`src/hw/rtl/amf3_pkg.sv`:
```
// ----------------------------------------------------------------------------
// AMF3 encoder package
// Shared types and constants for the AMF3 scalar value encoder.
// ----------------------------------------------------------------------------
package amf3_pkg;

   localparam int unsigned QUEUE_DEPTH = 2;
   localparam int unsigned JOB_BYTES   = 10;

   localparam logic [3:0] OP_UNDEF   = 4'd0;
   localparam logic [3:0] OP_NULL    = 4'd1;
   localparam logic [3:0] OP_FALSE   = 4'd2;
   localparam logic [3:0] OP_TRUE    = 4'd3;
   localparam logic [3:0] OP_INT     = 4'd4;
   localparam logic [3:0] OP_DOUBLE  = 4'd5;
   localparam logic [3:0] OP_DATE    = 4'd6;
   localparam logic [3:0] OP_STRING  = 4'd7;
   localparam logic [3:0] OP_XMLDOC  = 4'd8;
   localparam logic [3:0] OP_XML     = 4'd9;
   localparam logic [3:0] OP_BYTEARR = 4'd10;
   localparam logic [3:0] OP_PAYLOAD = 4'd11;

   localparam logic [7:0] MK_INT     = 8'h04;
   localparam logic [7:0] MK_DOUBLE  = 8'h05;
   localparam logic [7:0] MK_STRING  = 8'h06;
   localparam logic [7:0] MK_XMLDOC  = 8'h07;
   localparam logic [7:0] MK_DATE    = 8'h08;
   localparam logic [7:0] MK_XML     = 8'h0B;
   localparam logic [7:0] MK_BYTEARR = 8'h0C;
   localparam logic [7:0] DATE_FLAG  = 8'h01;

   localparam logic [63:0] U29_MAX     = 64'h0000_0000_1FFF_FFFF;
   localparam logic [63:0] STR_LEN_MAX = 64'h0000_0000_0FFF_FFFF;
   localparam logic [28:0] U29_LIM1    = 29'h0000_007F;
   localparam logic [28:0] U29_LIM2    = 29'h0000_3FFF;
   localparam logic [28:0] U29_LIM3    = 29'h001F_FFFF;

   typedef struct packed {
      logic [3:0]  opcode;
      logic [63:0] value;
      logic [7:0]  payload_byte;
   } req_type;

   typedef struct packed {
      logic [7:0] out_byte;
      logic       last;
      logic       error;
   } rsp_type;

   typedef struct packed {
      logic [JOB_BYTES-1:0][7:0] bytes;
      logic [3:0]                count;
      logic                      last;
      logic                      error;
   } job_type;

endpackage

```
`src/hw/rtl/amf3_front.sv`:
```
// ----------------------------------------------------------------------------
// AMF3 front end
// Classifies each input word, tracks string body bytes still due and builds
// a job holding every byte that the word produces.
// ----------------------------------------------------------------------------
module amf3_front (
   input  logic              clock,
   input  logic              reset,
   input  logic              req_valid,
   output logic              req_ready,
   input  amf3_pkg::req_type req_data,
   output logic              job_valid,
   input  logic              job_ready,
   output amf3_pkg::job_type job_data
);

   logic [27:0]       remaining_ff;
   logic [27:0]       remaining_in;
   logic [28:0]       u29_val;
   logic [3:0][7:0]   u29_bytes;
   logic [3:0]        u29_count;
   logic [27:0]       rem_dec;
   amf3_pkg::job_type job;
   logic              accept;

   assign accept    = req_valid && job_ready;
   assign req_ready = job_ready;
   assign job_valid = req_valid;
   assign job_data  = job;
   assign rem_dec   = remaining_ff - 28'd1;

   always_comb begin
      if (req_data.opcode == amf3_pkg::OP_INT) begin
         u29_val = req_data.value[28:0];
      end else begin
         u29_val = {req_data.value[27:0], 1'b1};
      end
   end

   always_comb begin
      u29_bytes = '0;
      priority if (u29_val <= amf3_pkg::U29_LIM1) begin
         u29_bytes[0] = {1'b0, u29_val[6:0]};
         u29_count    = 4'd1;
      end else if (u29_val <= amf3_pkg::U29_LIM2) begin
         u29_bytes[0] = {1'b1, u29_val[13:7]};
         u29_bytes[1] = {1'b0, u29_val[6:0]};
         u29_count    = 4'd2;
      end else if (u29_val <= amf3_pkg::U29_LIM3) begin
         u29_bytes[0] = {1'b1, u29_val[20:14]};
         u29_bytes[1] = {1'b1, u29_val[13:7]};
         u29_bytes[2] = {1'b0, u29_val[6:0]};
         u29_count    = 4'd3;
      end else begin
         u29_bytes[0] = {1'b1, u29_val[28:22]};
         u29_bytes[1] = {1'b1, u29_val[21:15]};
         u29_bytes[2] = {1'b1, u29_val[14:8]};
         u29_bytes[3] = u29_val[7:0];
         u29_count    = 4'd4;
      end
   end

   always_comb begin
      job          = '0;
      job.count    = 4'd1;
      remaining_in = remaining_ff;
      if (req_data.opcode == amf3_pkg::OP_PAYLOAD) begin
         if (remaining_ff == 28'd0) begin
            job.error = 1'b1;
         end else begin
            job.bytes[0] = req_data.payload_byte;
            job.last     = (rem_dec == 28'd0);
            remaining_in = rem_dec;
         end
      end else if (req_data.opcode > amf3_pkg::OP_PAYLOAD || remaining_ff != 28'd0) begin
         job.error = 1'b1;
      end else begin
         unique case (req_data.opcode)
            amf3_pkg::OP_UNDEF, amf3_pkg::OP_NULL,
            amf3_pkg::OP_FALSE, amf3_pkg::OP_TRUE: begin
               job.bytes[0] = {4'd0, req_data.opcode};
               job.last     = 1'b1;
            end
            amf3_pkg::OP_INT: begin
               if (req_data.value > amf3_pkg::U29_MAX) begin
                  job.error = 1'b1;
               end else begin
                  job.bytes[0]   = amf3_pkg::MK_INT;
                  job.bytes[4:1] = u29_bytes;
                  job.count      = u29_count + 4'd1;
                  job.last       = 1'b1;
               end
            end
            amf3_pkg::OP_DOUBLE: begin
               job.bytes[0] = amf3_pkg::MK_DOUBLE;
               for (int i = 0; i < 8; i++) begin
                  job.bytes[1+i] = req_data.value[63-8*i -: 8];
               end
               job.count = 4'd9;
               job.last  = 1'b1;
            end
            amf3_pkg::OP_DATE: begin
               job.bytes[0] = amf3_pkg::MK_DATE;
               job.bytes[1] = amf3_pkg::DATE_FLAG;
               for (int i = 0; i < 8; i++) begin
                  job.bytes[2+i] = req_data.value[63-8*i -: 8];
               end
               job.count = 4'd10;
               job.last  = 1'b1;
            end
            default: begin
               if (req_data.value > amf3_pkg::STR_LEN_MAX) begin
                  job.error = 1'b1;
               end else begin
                  unique case (req_data.opcode)
                     amf3_pkg::OP_STRING: job.bytes[0] = amf3_pkg::MK_STRING;
                     amf3_pkg::OP_XMLDOC: job.bytes[0] = amf3_pkg::MK_XMLDOC;
                     amf3_pkg::OP_XML:    job.bytes[0] = amf3_pkg::MK_XML;
                     default:             job.bytes[0] = amf3_pkg::MK_BYTEARR;
                  endcase
                  job.bytes[4:1] = u29_bytes;
                  job.count      = u29_count + 4'd1;
                  job.last       = (req_data.value[27:0] == 28'd0);
                  remaining_in   = req_data.value[27:0];
               end
            end
         endcase
      end
   end

   always_ff @(posedge clock) begin
      if (reset) begin
         remaining_ff <= '0;
      end else if (accept) begin
         remaining_ff <= remaining_in;
      end
   end

endmodule

```
`src/hw/rtl/amf3_queue.sv`:
```
// ----------------------------------------------------------------------------
// AMF3 job queue
// Short first-in first-out buffer between the front end and the byte emitter.
// ----------------------------------------------------------------------------
module amf3_queue #(
   parameter int unsigned DEPTH = amf3_pkg::QUEUE_DEPTH
) (
   input  logic              clock,
   input  logic              reset,
   input  logic              push_valid,
   output logic              push_ready,
   input  amf3_pkg::job_type push_data,
   output logic              pop_valid,
   input  logic              pop_ready,
   output amf3_pkg::job_type pop_data
);

   localparam int unsigned PTR_W = $clog2(DEPTH);
   localparam int unsigned CNT_W = $clog2(DEPTH + 1);
   localparam logic [PTR_W-1:0] PTR_LAST = PTR_W'(DEPTH - 1);
   localparam logic [CNT_W-1:0] CNT_FULL = CNT_W'(DEPTH);

   amf3_pkg::job_type entries_ff [DEPTH];
   logic [PTR_W-1:0]  wr_ptr_ff;
   logic [PTR_W-1:0]  wr_ptr_in;
   logic [PTR_W-1:0]  rd_ptr_ff;
   logic [PTR_W-1:0]  rd_ptr_in;
   logic [CNT_W-1:0]  count_ff;
   logic [CNT_W-1:0]  count_in;
   logic              push;
   logic              pop;

   assign push_ready = (count_ff != CNT_FULL);
   assign pop_valid  = (count_ff != '0);
   assign pop_data   = entries_ff[rd_ptr_ff];
   assign push       = push_valid && push_ready;
   assign pop        = pop_valid && pop_ready;

   always_comb begin
      wr_ptr_in = wr_ptr_ff;
      rd_ptr_in = rd_ptr_ff;
      count_in  = count_ff;
      if (push) begin
         wr_ptr_in = (wr_ptr_ff == PTR_LAST) ? '0 : wr_ptr_ff + 1'b1;
      end
      if (pop) begin
         rd_ptr_in = (rd_ptr_ff == PTR_LAST) ? '0 : rd_ptr_ff + 1'b1;
      end
      if (push && !pop) begin
         count_in = count_ff + 1'b1;
      end else if (pop && !push) begin
         count_in = count_ff - 1'b1;
      end
   end

   always_ff @(posedge clock) begin
      if (reset) begin
         wr_ptr_ff <= '0;
         rd_ptr_ff <= '0;
         count_ff  <= '0;
      end else begin
         wr_ptr_ff <= wr_ptr_in;
         rd_ptr_ff <= rd_ptr_in;
         count_ff  <= count_in;
      end
   end

   always_ff @(posedge clock) begin
      if (push) begin
         entries_ff[wr_ptr_ff] <= push_data;
      end
   end

   a_no_overfill: assert property (@(posedge clock) disable iff (reset)
      count_ff <= CNT_FULL)
      else $error("queue holds more words than its depth");

   a_push_grows: assert property (@(posedge clock) disable iff (reset)
      push && !pop |=> count_ff == $past(count_ff) + 1'b1)
      else $error("queue count did not grow on push");

   a_pop_shrinks: assert property (@(posedge clock) disable iff (reset)
      pop && !push |=> count_ff == $past(count_ff) - 1'b1)
      else $error("queue count did not shrink on pop");

endmodule

```
`src/hw/rtl/amf3_emit.sv`:
```
// ----------------------------------------------------------------------------
// AMF3 byte emitter
// Walks the bytes of the job at the queue head, one per cycle while the
// receiver does not stall, into the registered result stage.
// ----------------------------------------------------------------------------
module amf3_emit (
   input  logic              clock,
   input  logic              reset,
   input  logic              job_valid,
   output logic              job_ready,
   input  amf3_pkg::job_type job_data,
   output logic              rsp_valid,
   input  logic              rsp_ready,
   output amf3_pkg::rsp_type rsp_data
);

   logic [3:0]        idx_ff;
   logic [3:0]        idx_in;
   logic              rsp_valid_ff;
   logic              rsp_valid_in;
   amf3_pkg::rsp_type rsp_ff;
   amf3_pkg::rsp_type rsp_in;
   logic              load;
   logic              final_byte;

   assign load       = job_valid && (!rsp_valid_ff || rsp_ready);
   assign final_byte = (idx_ff == job_data.count - 4'd1);
   assign job_ready  = load && final_byte;
   assign rsp_valid  = rsp_valid_ff;
   assign rsp_data   = rsp_ff;

   always_comb begin
      idx_in       = idx_ff;
      rsp_in       = rsp_ff;
      rsp_valid_in = rsp_valid_ff && !rsp_ready;
      if (load) begin
         rsp_in.out_byte = job_data.bytes[idx_ff];
         rsp_in.last     = job_data.last && final_byte;
         rsp_in.error    = job_data.error;
         rsp_valid_in    = 1'b1;
         idx_in          = final_byte ? 4'd0 : idx_ff + 4'd1;
      end
   end

   always_ff @(posedge clock) begin
      if (reset) begin
         idx_ff       <= '0;
         rsp_valid_ff <= 1'b0;
      end else begin
         idx_ff       <= idx_in;
         rsp_valid_ff <= rsp_valid_in;
      end
   end

   always_ff @(posedge clock) begin
      rsp_ff <= rsp_in;
   end

   a_idx_in_job: assert property (@(posedge clock) disable iff (reset)
      job_valid |-> idx_ff < job_data.count)
      else $error("byte index beyond job length");

   a_pop_rewinds: assert property (@(posedge clock) disable iff (reset)
      job_ready |=> idx_ff == 4'd0)
      else $error("byte index not rewound after job");

   a_error_clean: assert property (@(posedge clock) disable iff (reset)
      rsp_valid_ff && rsp_ff.error |-> rsp_ff.out_byte == 8'd0 && !rsp_ff.last)
      else $error("error word carries data");

endmodule

```
`src/hw/rtl/amf3_scalar_value_encoder.sv`:
```
// ----------------------------------------------------------------------------
// AMF3 scalar value encoder
// Turns header and payload words into an AMF3 byte stream.
//
// req_* carries one word per handshake: a header (opcode 0..10) starts a
// value, a payload word (opcode 11) carries one string body byte.
// rsp_* carries one stream byte per word; last marks the final byte of a
// value, error flags a word out of range or out of turn (byte zero).
// A word is registered in a queue entry, and each of its bytes then in the
// result stage. The output gives one byte per cycle while rsp_ready is
// high; the emitter steps through the job at the queue head, which holds
// 1 to 10 bytes for a header and one for a payload word.
// A job queue of QUEUE_DEPTH entries sits between the front end and the
// emitter, so the input keeps flowing while the emitter works.
// Reset clears the string byte count, the queue and the result stage.
// When rsp_ready is low the result is held, the emitter stops and the
// input stalls once the queue is full.
// ----------------------------------------------------------------------------
module amf3_scalar_value_encoder #(
   parameter int unsigned QUEUE_DEPTH = amf3_pkg::QUEUE_DEPTH
) (
   input  logic              clock,
   input  logic              reset,
   input  logic              req_valid,
   output logic              req_ready,
   input  amf3_pkg::req_type req_data,
   output logic              rsp_valid,
   input  logic              rsp_ready,
   output amf3_pkg::rsp_type rsp_data
);

   logic              fq_valid;
   logic              fq_ready;
   amf3_pkg::job_type fq_data;
   logic              qe_valid;
   logic              qe_ready;
   amf3_pkg::job_type qe_data;

   amf3_front u_front (
      .clock     (clock),
      .reset     (reset),
      .req_valid (req_valid),
      .req_ready (req_ready),
      .req_data  (req_data),
      .job_valid (fq_valid),
      .job_ready (fq_ready),
      .job_data  (fq_data)
   );

   amf3_queue #(
      .DEPTH (QUEUE_DEPTH)
   ) u_queue (
      .clock      (clock),
      .reset      (reset),
      .push_valid (fq_valid),
      .push_ready (fq_ready),
      .push_data  (fq_data),
      .pop_valid  (qe_valid),
      .pop_ready  (qe_ready),
      .pop_data   (qe_data)
   );

   amf3_emit u_emit (
      .clock     (clock),
      .reset     (reset),
      .job_valid (qe_valid),
      .job_ready (qe_ready),
      .job_data  (qe_data),
      .rsp_valid (rsp_valid),
      .rsp_ready (rsp_ready),
      .rsp_data  (rsp_data)
   );

endmodule

```
`config.mk`:
```
export PLATFORM = sky130hd
export DESIGN_NAME = amf3_scalar_value_encoder
export DESIGN_NICKNAME = d
export VERILOG_FILES = /design/src/hw/rtl/amf3_pkg.sv /design/src/hw/rtl/amf3_front.sv /design/src/hw/rtl/amf3_queue.sv /design/src/hw/rtl/amf3_emit.sv /design/src/hw/rtl/amf3_scalar_value_encoder.sv
export SDC_FILE = /design/constraint.sdc
export NUM_CORES = 1
export LEC_CHECK = 0
export BUFFER_PORTS_ARGS = -buffer_cell sky130_fd_sc_hd__buf_2
export CAP_MARGIN = 5
export CORE_MARGIN = 2
export CORE_UTILIZATION = 35
export CTS_BUF_LIST = sky130_fd_sc_hd__clkbuf_16
export CTS_CLUSTER_DIAMETER = 30
export DETAILED_ROUTE_END_ITERATION = 12
export GPL_ROUTABILITY_DRIVEN = 1
export SYNTH_ARGS = -nofsm -noshare
export SYNTH_HDL_FRONTEND = slang
export SYNTH_SLANG_ARGS = --single-unit
```
`constraint.sdc`:
```
create_clock -name clock -period 6 [get_ports clock]
set_input_delay 0.6 -clock clock [delete_from_list [all_inputs] [get_ports clock]]
set_output_delay 0.6 -clock clock [all_outputs]
set_load 0.05 [all_outputs]
```
==> results.toml, run 1 <==
[route]
drtAntennaViolNets = 0
num_vias = 9732
first_pass_iters = 6
drc = 0
wl_um = 40300
routedWlPerCell_um = 25.1
drt_iter0_drc = 1212
vias_per_cell = 6.05

[placement]
io_buffer_count = 91
place_congestion = 0.948
dp.cells = 1513
dpl.hpwl_um = 27500

[logic_synthesis]
yosys_register_bits = 220
synth_top_area_cell = "edfxtp_1"
yosys.area.top_type_share = 0.456
ys_async_sr_fraction = 0
ys_types = 75
synthFlopType = "edfxtp_1"
synth_nets = 1135
syn_inst = 1048
syn_area_sq_um = 12000
synth_edf_count = 182
synthTopCellsByArea = "edfxtp_1 (46%), mux4_2 (9.0%), dfxtp_1 (6.4%)"
yosys_warnings = 0
syn_area_per_cell_sq_um = 11.4
ys_seq_area_frac = 0.520

[worst_setup_path]
crit_path_end_kind = "flip-flop"
critPathKind = "input pin to flip-flop"
r2r-start = "u_front.remaining_ff[0]$_SDFFE_PP0P_"
startpoint = "req_data[74]"
cp_data_arrival_time_ns = 4.10
cp_max_fo = 28
startpoint_type = "input pin"
required_ns = 6.26

[sta]
final.period_utilization = 0.640
tightestPinTransition_ns = 1.19
fmax_ghz = 0.260
rsz0062_at_grt = "false"
fin_setup_tns_ns = 0
hold_viol_final = 0
post-route-min-period_ns = 3.84
finalClockSkew_ns = 0.0366
setup_violations = 0
slew_headroom = 0.202
drv_slew = 0
whs_ns = 0.335

[worst_hold_path]
hold_path_startpoint = "req_data[3]"
worstHoldPathType = "input pin to flip-flop"

[final_layout]
antennaDiodeCount = 0
drive_gt1_frac = 0.232
fin_util = 0.431
areaGrowthSynthToFinish_pct = 21.0
fin_nets = 1205
fin_cells = 1608

[clock_tree]
clock_sinks = 220
hold_buffers = 0
clkLatencyLatePin_ns = 0.58
post-cts-setup-buffers = 0
numCtsBuffers = 51
cts_root_buffer = "clkbuf_16"
clk_pin_slew_worst_paths_ns = 0.05
cts_tree = "done"
cts_resized = 0
htreeDepth = 2
max-clock-path-buffers = 3

[power_and_ir_drop]
power_frac_comb = 0.192
p_int_mw = 4.17
power_frac_clock = 0.451
p_sw_mw = 1.79
p_sw_frac = 0.300
p_per_area_nw_per_um2 = 411
seq_power_share = 0.357
vdd_drop_max_mv = 0.228
leakagePower_nw = 5.14

[grt]
grt_pass1_vias = 9293
grt_max_degree = 74
grt_usage = 0.223
grt_overflow = 0
antenna_found_initial = 0
grt_pass1_wl_um = 60100

[die]
design.die.area_sq_um = 35700
initial_core_util = 0.356
fp-row-count = 67
core_sq_um = 33600
io_pins = 92
dieWidth_um = 189
die_y_um = 189

[job]
cap_violations = 0

[status]
status = "finished, final reports clean"
==> area by class of cell <==
class                   count  area (sq um)
clock buffers              51          1280
inverters                  27           101
repair buffers            108           583
well taps                 448           561
fillers                  3180         19100
multi-input cells         710          5280
flip-flops and latches    220          6230
clock inverters            44           450
==> critical path, stage by stage <==
cell and delay [ns]:
buf_2 0.24, nor4b_2 0.24, buf_4 0.36, mux2i_1 0.48, and2_1 0.71, nand2_1 0.28
o21bai_1 1.00, nor2_1 0.18
==> cells by family (layout without fill, tap and decap cells) <==
group                    count (synthesis)  in the layout  share of synthesized area
XOR/XNOR                                15             15                     0.0110
AO/OA/AOI/OAI                          306            306                      0.175
flip-flops                             220            220                      0.520
multiplexers                            82             82                      0.119
AND/OR/NAND/NOR                        300            300                      0.127
buffers and inverters                  118            230                     0.0413
adder cells (fa/ha/maj)                  7              7                    0.00731
==> power groups by stage <==
stage	combinational, mW	sequential [mW]	clock, mW
floorplan	0.692	2.24	0
global placement	1.14	2.15	0
detailed placement	1.15	2.16	0
CTS	1.15	2.14	2.74
global route	1.21	2.16	2.83
finish	1.14	2.13	2.69
==> cell usage in the layout (no fill, tap or decap), types with 18 or more instances in the layout <==
cell / n
edfxtp_1: 182
nand2_1: 92
buf_2: 91
a21oi_1: 71
nor2_1: 64
o21ai_0: 59
clkbuf_16: 51
mux4_2: 48
dfxtp_1: 36
mux2i_1: 32
inv_1: 30
nor4_1: 26
a22oi_1: 26
and2_1: 20
o22ai_1: 19
a32o_1: 19
nor3_1: 18
==> sequential cells by signal (all words and copies together) (netlist names), named ones only <==
name	cells
u_front.remaining_ff	28
u_queue.rd_ptr_ff	1
u_queue.count_ff	2
u_emit.rsp_data	10
u_queue.entries_ff	172
u_queue.wr_ptr_ff	1
u_emit.rsp_valid	1
u_emit.idx_ff	4
==> routing by layer <==
layer	share of wire	vias to the layer above	track usage
met3	0.11	73	0.0671
met2	0.43	541	0.326
li1	-	4289	-
met1	0.43	4829	0.320
met5	0	-	0
met4	0.023	0	0.0646
==> cell usage after synthesis, drive strengths merged, types with 4 or more instances <==
library cell and n:
a211o 4, a211oi 16, a21o 5, a21oi 71, a221oi 7, a22o 13, a22oi 27, a31oi 8
a32o 19, and2 20, and3 5, buf 24, clkbuf 67, dfxtp 38, edfxtp 182, ha 7
inv 27, mux2i 32, mux4 48, nand2 92, nand2b 6, nand3 13, nand4 8, nor2 64
nor2b 8, nor3 19, nor3b 4, nor4 28, nor4b 6, o2111ai 4, o211ai 6, o21a 5
o21ai 63, o221ai 7, o22ai 19, o31ai 5, o32ai 4, o41ai 4, or2 4, or3 8
or4 6, xnor2 7, xor2 8
==> per-stage QoR <==
step,total power [mW],worst slack [ns],area [sq um]
floorplan,2.93,0.349,12000
CTS,6.03,2.28,14500
finish,5.96,2.16,14500
detailed placement,3.31,1.75,12800
global route,6.20,1.95,14500
global placement,3.29,1.86,12800
==> worst paths after layout <==
kind / to / slack [ns] / cells past startpoint
setup / recovery: u_queue.entries_ff[1][21]$_DFFE_PP_ / 2.16 / 8
hold / removal: u_queue.entries_ff[1][9]$_DFFE_PP_ / 0.34 / 2
setup reg to reg: u_queue.entries_ff[1][32]$_DFFE_PP_ / 2.19 / 10
hold reg to reg: flip-flop / 0.50 / 2
No activity file was read; power rests on OpenSTA's default activity.
==> run 2: changes to the inputs <==
==> constraint.sdc (replaced) <==
create_clock -name clock -period 3.2 [get_ports clock]
set_input_delay 0.32 -clock clock [delete_from_list [all_inputs] [get_ports clock]]
set_output_delay 0.32 -clock clock [all_outputs]
set_load 0.05 [all_outputs]
==> results.toml, run 2 (same netlist as run 1, synthesis figures left out) <==
[route]
vias_per_cell = 5.95
drt_iter0_drc = 1148
wl_um = 41500
first_pass_iters = 7
drc = 0
routedWlPerCell_um = 25.1
num_vias = 9840
drtAntennaViolNets = 0

[worst_setup_path]
ff2ff_path_depth = 9
required_ns = 3.51
crit_chain = "inv_1 -> ha_1 -> or3b_2 -> nor4_2 -> buf_4 -> nand4_1 -> or3_1 -> buf_4 -> o21ai_0"
crit_top_cell = "buf_4"
critPathKind = "flip-flop to flip-flop"
r2r-start = "u_front.remaining_ff[0]$_SDFFE_PP0P_"
slowest_stage = "or3_1"
cp_data_arrival_time_ns = 3.36
cp_max_fo = 6
max_stage_delay_ns = 0.52
crit_path_end_kind = "flip-flop"
r2r_slack_ns = 0.15
startpoint_type = "flip-flop"
r2r-end = "u_queue.entries_ff[0][19]$_DFFE_PP_"

[final_layout]
fin_nets = 1255
fin_cells = 1654
fin_util = 0.444
areaGrowthSynthToFinish_pct = 24.6
fillCellCount = 3160
mostFrequentLayoutCells = "edfxtp_1 (182), nand2_1 (92), buf_2 (91)"
regMostFlops = "u_queue.entries_ff"
antennaDiodeCount = 0
drive_gt1_frac = 0.265
layout_commonest_cell = "edfxtp_1"
largest_reg_flops = 172

[grt]
grt_overflow = 0
grt_pass1_wl_um = 61700
antenna_found_initial = 0
grt_usage = 0.233
grt_pass1_vias = 9645
grt_max_degree = 87

[clock_tree]
clk_pin_slew_worst_paths_ns = 0.05
hold_buffers = 0
post-cts-setup-buffers = 0
numCtsBuffers = 47
clkLatencyLatePin_ns = 0.55
cts_tree = "done"
cts_root_buffer = "clkbuf_16"
clock_sinks = 220
htreeDepth = 2
max-clock-path-buffers = 3

[die]
dieWidth_um = 189
die_y_um = 189
core_sq_um = 33600
fp-row-count = 67
initial_core_util = 0.356
design.die.area_sq_um = 35700
io_pins = 92

[power_and_ir_drop]
p_int_mw = 7.93
power_frac_clock = 0.441
p_sw_frac = 0.287
power_frac_comb = 0.210
vdd_drop_max_mv = 0.548
p_sw_mw = 3.20
p_per_area_nw_per_um2 = 746
leakagePower_nw = 5.44
seq_power_share = 0.349

[status]
status = "finished, final reports clean"

[sta]
drv_slew = 0
setup_violations = 0
whs_ns = 0.0904
tightestPinTransition_ns = 0.756
final.period_utilization = 0.952
fmax_ghz = 0.328
finalClockSkew_ns = 0.0272
slew_headroom = 0.492
rsz0062_at_grt = "false"
post-route-min-period_ns = 3.05
hold_viol_final = 0

[placement]
io_buffer_count = 91
dp.cells = 1567
place_congestion = 0.953
dpl.hpwl_um = 29100

[worst_hold_path]
worstHoldPathType = "input pin to flip-flop"
min_path_cells = 2
hold_path_startpoint = "req_data[6]"
holdPathEnd = "u_queue.entries_ff[1][12]$_DFFE_PP_"

[job]
cap_violations = 0
==> run 2: worst max-delay path by stage <==
stage | from | endpoint | cells after the start
6_report | u_front.remaining_ff[0]$_SDFFE_PP0P_ | u_queue.entries_ff[0][19]$_DFFE_PP_ | 9
5_1_grt | u_front.remaining_ff[0]$_SDFFE_PP0P_ | u_queue.entries_ff[1][15]$_DFFE_PP_ | 10
4_1_cts | u_front.remaining_ff[0]$_SDFFE_PP0P_ | u_queue.entries_ff[0][20]$_DFFE_PP_ | 10
3_5_place_dp | u_front.remaining_ff[0]$_SDFFE_PP0P_ | u_queue.entries_ff[1][20]$_DFFE_PP_ | 10
3_3_place_gp | u_front.remaining_ff[0]$_SDFFE_PP0P_ | u_queue.entries_ff[1][20]$_DFFE_PP_ | 10
2_1_floorplan | flip-flop | u_queue.count_ff[1]$_SDFFE_PP0P_ | 11
==> run 2: power by group through the flow <==
stage	clock network, mW	logic [mW]	registers [mW]
2_1_floorplan	0	1.30	4.16
3_3_place_gp	0	2.33	3.92
3_5_place_dp	0	2.35	3.93
4_1_cts	4.98	2.36	3.89
5_1_grt	5.12	2.49	3.93
6_report	4.91	2.34	3.88
==> run 2: per-layer routing <==
layer  vias to the layer above  wire length [um]  global-route usage
met5                         -                 0                   0
met4                         0              1120              0.0760
met3                        74              4430              0.0651
met2                       530             18000               0.339
met1                      4836             18000               0.334
li1                       4400                 -                   -
==> run 2: repair_timing <==
item | 4_1_cts | 5_1_grt
cloned | 0 | 0
gates resized for setup | 1 | 3
endpoints found under the setup margin | 6 | 4
==> run 2: per-stage QoR <==
stage | total power [mW] | TNS, ns | instance area [sq um] | worst slack [ns]
after detailed placement | 6.28 | -0.156 | 13300 | -0.0499
after global placement | 6.25 | 0 | 13300 | 0.0149
after global routing | 11.5 | 0 | 14900 | 0.0462
final | 11.1 | 0 | 14900 | 0.153
after floorplan | 5.46 | 0 | 12000 | 0.136
after CTS | 11.2 | 0 | 14900 | 0.108
==> run 2: final cells by class <==
cell class	count	area (sq um)	area share
clock buffer	47	1180	0.0788
clock inverter	40	453	0.0304
sequential	220	6230	0.418
multi-input combinational	710	5310	0.356
inverter	27	101	0.00679
timing repair buffer	162	1090	0.0730
tap	448	561	0.0376
==> run 2: worst max-delay path: cells and delay by family, from the launching register on <==
family	cells	cell delay [ns]
simple gates	4	1.38
buf+inv	3	0.53
flops	1	0.35
compound gates	1	0.33
fa+ha+maj	1	0.21
